==> config.mk <==
export PLATFORM = sky130hd
export DESIGN_NAME = fss_cfg
export DESIGN_NICKNAME = d
export VERILOG_FILES = /design/src/rtl/core/fss_pkg.sv /design/src/rtl/core/fss_cfg.sv
export SDC_FILE = /design/constraint.sdc
export NUM_CORES = 1
export LEC_CHECK = 0
export ABC_AREA = 1
export BUFFER_PORTS_ARGS = -buffer_cell sky130_fd_sc_hd__buf_2
export CAP_MARGIN = 0
export CORE_UTILIZATION = 40
export CTS_BUF_LIST = sky130_fd_sc_hd__clkbuf_2
export CTS_CLUSTER_SIZE = 14
export DETAILED_ROUTE_END_ITERATION = 8
export GPL_TIMING_DRIVEN = 0
export PLACE_DENSITY = 0.65
export SYNTH_ARGS = -nofsm -noshare
export SYNTH_HDL_FRONTEND = slang
export SYNTH_SLANG_ARGS = --single-unit
==> constraint.sdc <==
create_clock -name clk -period 1.2 [get_ports clk]
set_input_delay 0.18 -clock clk [delete_from_list [all_inputs] [get_ports clk]]
set_output_delay 0.18 -clock clk [all_outputs]
set_load 0.01 [all_outputs]
==> src/rtl/core/fss_pkg.sv <==
// Package for the filtered sample splat core: constants, command and
// register codes, shared types. No dependencies.
package fss_pkg;

    localparam int TABLE_SIDE_DEF = 16;
    localparam int IMAGE_W_DEF    = 256;
    localparam int IMAGE_H_DEF    = 256;

    localparam int COORD_W = 16;
    localparam int VALUE_W = 20;
    localparam int WEIGHT_W = 16;
    localparam int ACC_W   = 48;
    localparam int WSUM_W  = 40;
    localparam int PROD_W  = VALUE_W + WEIGHT_W;

    localparam logic [1:0] CMD_ADD  = 2'd0;
    localparam logic [1:0] CMD_LOAD = 2'd1;
    localparam logic [1:0] CMD_READ = 2'd2;

    localparam logic [2:0] REG_CROP_X_START = 3'd0;
    localparam logic [2:0] REG_CROP_X_COUNT = 3'd1;
    localparam logic [2:0] REG_CROP_Y_START = 3'd2;
    localparam logic [2:0] REG_CROP_Y_COUNT = 3'd3;
    localparam logic [2:0] REG_HALF_X       = 3'd4;
    localparam logic [2:0] REG_HALF_Y       = 3'd5;
    localparam logic [2:0] REG_SCALE_X      = 3'd6;
    localparam logic [2:0] REG_SCALE_Y      = 3'd7;

    typedef struct packed {
        logic [7:0]  crop_x_start;
        logic [8:0]  crop_x_count;
        logic [7:0]  crop_y_start;
        logic [8:0]  crop_y_count;
        logic [10:0] half_width_x;
        logic [10:0] half_width_y;
        logic [15:0] table_scale_x;
        logic [15:0] table_scale_y;
    } cfg_t;

endpackage

==> src/rtl/core/fss_cfg.sv <==
// Configuration register file of the splat core.
// Depends on fss_pkg.
module fss_cfg
(
    input  logic              clk,
    input  logic              rst_n,
    input  logic              cfg_valid,
    output logic              cfg_ready,
    input  logic [2:0]        cfg_index,
    input  logic [15:0]       cfg_data,
    output fss_pkg::cfg_t     cfg
);
    import fss_pkg::*;

    cfg_t cfg_reg;

    assign cfg_ready = 1'b1;
    assign cfg       = cfg_reg;

    always_ff @(posedge clk or negedge rst_n)
    begin
        if (!rst_n)
        begin
            cfg_reg.crop_x_start  <= 8'd0;
            cfg_reg.crop_x_count  <= 9'd256;
            cfg_reg.crop_y_start  <= 8'd0;
            cfg_reg.crop_y_count  <= 9'd256;
            cfg_reg.half_width_x  <= 11'd512;
            cfg_reg.half_width_y  <= 11'd512;
            cfg_reg.table_scale_x <= 16'd8192;
            cfg_reg.table_scale_y <= 16'd8192;
        end
        else if (cfg_valid)
        begin
            unique case (cfg_index)
                REG_CROP_X_START: cfg_reg.crop_x_start  <= cfg_data[7:0];
                REG_CROP_X_COUNT: cfg_reg.crop_x_count  <= cfg_data[8:0];
                REG_CROP_Y_START: cfg_reg.crop_y_start  <= cfg_data[7:0];
                REG_CROP_Y_COUNT: cfg_reg.crop_y_count  <= cfg_data[8:0];
                REG_HALF_X:       cfg_reg.half_width_x  <= cfg_data[10:0];
                REG_HALF_Y:       cfg_reg.half_width_y  <= cfg_data[10:0];
                REG_SCALE_X:      cfg_reg.table_scale_x <= cfg_data;
                REG_SCALE_Y:      cfg_reg.table_scale_y <= cfg_data;
                default:          cfg_reg <= cfg_reg;
            endcase
        end
    end

endmodule

==> summary.txt <==
leading area contributor after synthesis -> dfrtp_1
Root Driver -> clkbuf_2
register area share after synthesis -> 63.3%
Yosys top cell area share -> 58.8%
die height -> 95.4 um
first-pass GRT wire length -> 15,200 um
multi-input logic area -> 1150 um2
Reg power frac -> 48.3%
sw frac -> 30.2%
top post-synthesis cells by area -> dfrtp_1 59%, nand2_1 26%, nand3_1 5.2%
Worst Skew -> 0 ns
largest family of logic cells by synthesized area -> simple AND/OR/NAND/NOR gates
final max-slew violation count -> 0
final RePlAce weighted congestion -> 0.771
Hold Worst Slack -> 0.0653 ns
pre-CTS WS -> -0.102 ns
WL final -> 10,000 um
failing checks -> setup timing
Net Sw Power -> 2.42 mW
die width -> 95.4 um
Hold Vio Cnt, Final -> 0
initial antenna violation count -> 0
Site Rows -> 33
Post-DRT Antenna Nets -> 0
Yosys warning count -> 0
final worst-path setup slack -> -0.251 ns
Post-route DRC -> 0
CTS Buf Count -> 9
#FFs+latches synth -> 88
Via density -> 4.67
I/O Buffers -> 101
Finished Layout Cells -> 690
post-synthesis xor/xnor area fraction -> 0%
internal power -> 5.59 mW
gr usage total -> 22.6%
final setup vio count -> 89
Critical Path RT -> 1.68 ns
path category of the worst min-delay check -> in2reg
dpl hpwl -> 6200 um
htree depth -> 3
adder-cell share of the synthesized area -> 0%
crit share post-route -> 121%
Pwr per Cell Area -> 1600 nW/um2
# fillers -> 747
Core Util, Final -> 59.9%
Synth Area in Compound Gates -> 0%
Syn Inst Count -> 403
CP cell instances -> buf_2, dlygate4sd3_1, nand2_1, nor2_4, dlygate4sd3_1, nand2_1, nand2_1
routed len/inst -> 14.5 um
max reg flops -> 88
Clock transition at path regs -> 0.23 ns
WS Path Type -> in2reg
CP arrival -> 1.93 ns
io pins -> 111
DRT iter0 DRCs -> 155
worst-path maximum fanout -> 7
antenna cell count -> 0
synth unique cells -> 15
grt ovf -> 0
layout cells sized above 1 -> 32.8%
RSZ-0062 raised after global routing -> true
clk sinks -> 88
fin area -> 5000 um2
slowest stage cell, crit path -> dlygate4sd3_1
Cell Area, Synth -> 3490 um2
Vias -> 3,222
area delta synth->final -> 43.2%
crit path launch type -> input pin
multiplexer area fraction after synthesis -> 0%
Comb power frac -> 28.3%
cell repeated most along the worst path -> nand2_1
CP top delay family -> buffers and inverters
Worst VDD drop -> 0.621 mV
final net count -> 602
post-route minimum period -> 1.45 ns
setup_tns -> -8.05 ns
CP bufs+invs -> 3
simple-gate share of the synthesized area -> 32.6%
post-placement cell count -> 610
core area -> 8340 um2
vias in the first global route -> 2,980
area taken by flip-flops and latches -> 2210 um2
Avg Inst Size Synth -> 8.66 um2
Slew @ Worst Pin -> 0.598 ns
Static Leak -> 2.89 nW
Pre-Repair DR Iteration Count -> 4
f_max -> 689 MHz
Crit. End Element -> register
DP Area -> 4160 um2
clock latency on the worst-skew pair -> 0.52 ns
Clock Path Buffers -> 2
Slew HR -> 60.1%
status -> finished with violations
slowest stage delay, CP -> 0.63 ns
TritonCTS clock tree -> yes
Max Cap Viol -> 0
Clk network pwr share -> 23.4%
Syn Nets -> 425
largest net degree at the start of global routing -> 46
Power, Total -> 8.01 mW
initial core utilization -> 41.8%
die area -> 9100 um2
==> tightest hold or removal path: cells and delay by family <==
family / cells / cell delay (ns)
buffers and inverters: 1 / 0.24
and+or+nand+nor: 2 / 0.19
==> Yosys cell counts (all sizes together) <==
library cell,instances
nand2,241
buf,15
dfstp,6
clkbuf,8
inv,6
nand3,36
dfrtp,82
nor2,8
conb,1
==> repair_timing <==
action | CTS | global route
setup endpoints to repair | 88 | 136
hold buffers | 20 | 0
setup buffers | 20 | 24
pin swaps | 0 | 1
gates resized for setup | 13 | 17
endpoints found under the hold margin | 101 | 0
cloned | 0 | 0
==> layout by cell type, fill, tap and decap left out <==
cell           Yosys  final
buf_16             0      1
buf_2             12     89
buf_4              2     47
buf_6              1     23
bufinv_16          0      3
clkbuf_1           8      6
clkbuf_2           0     11
clkbuf_4           0      1
clkinv_1           0      2
clkinv_2           0      1
clkinvlp_4         0      1
conb_1             1      1
dfrtp_1           82     82
dfstp_2            6      6
dlygate4sd3_1      0     20
inv_1              5      5
inv_2              1      1
nand2_1          238    237
nand2_2            2      3
nand2_4            1      1
nand3_1           36     36
nor2_1             4      4
nor2_2             4      2
nor2_4             0      2
==> final cells by class <==
type | count | share of cell area (%)
multi-input cells | 286 | 23.1
repair buffers | 166 | 24.1
well taps | 105 | 2.63
clock inverters | 7 | 2.20
flip-flops and latches | 88 | 44.2
clock buffers | 9 | 0.901
inverters | 6 | 0.451
plain buffers | 23 | 2.43
==> power by group through the flow <==
stage                     logic (mW)  clock network [mW]  registers, mW
after floorplan                0.545                   0           4.16
after global placement          1.61                   0           3.88
after detailed placement        1.67                   0           3.89
after CTS                       2.00                1.92           3.85
after global routing            2.51                2.03           3.93
final                           2.27                1.87           3.87
==> kinds of logic after synthesis <==
group,Yosys count
buffers and inverters,29
and+or+nand+nor,285
other,1
DFF,88
==> layer usage <==
layer,GRT usage [%],wire length [um],vias up
met5,0,0,-
met4,10.9,186,0
met3,3.59,491,17
met2,35.5,4980,93
met1,30.4,4360,1532
li1,-,-,1580
==> final timing paths <==
| check | from | to | slack [ns] | cells past startpoint |
|---|---|---|---|---|
| worst max-delay path | cfg_index[1] | cfg[18] | -0.25 | 7 |
| worst min-delay path | cfg_data[1] | cfg[55] | 0.07 | 3 |
| worst max register to register | cfg[69] | cfg[69] | 0.31 | 4 |
| worst min register to register | cfg[41] | cfg[41] | 0.50 | 2 |
| max in group asynchronous | rst_n | cfg[29] | 0.35 | 3 |
| min in group asynchronous | rst_n | cfg[76] | 0.15 | 2 |
No activity file was read; power rests on OpenSTA's default activity.
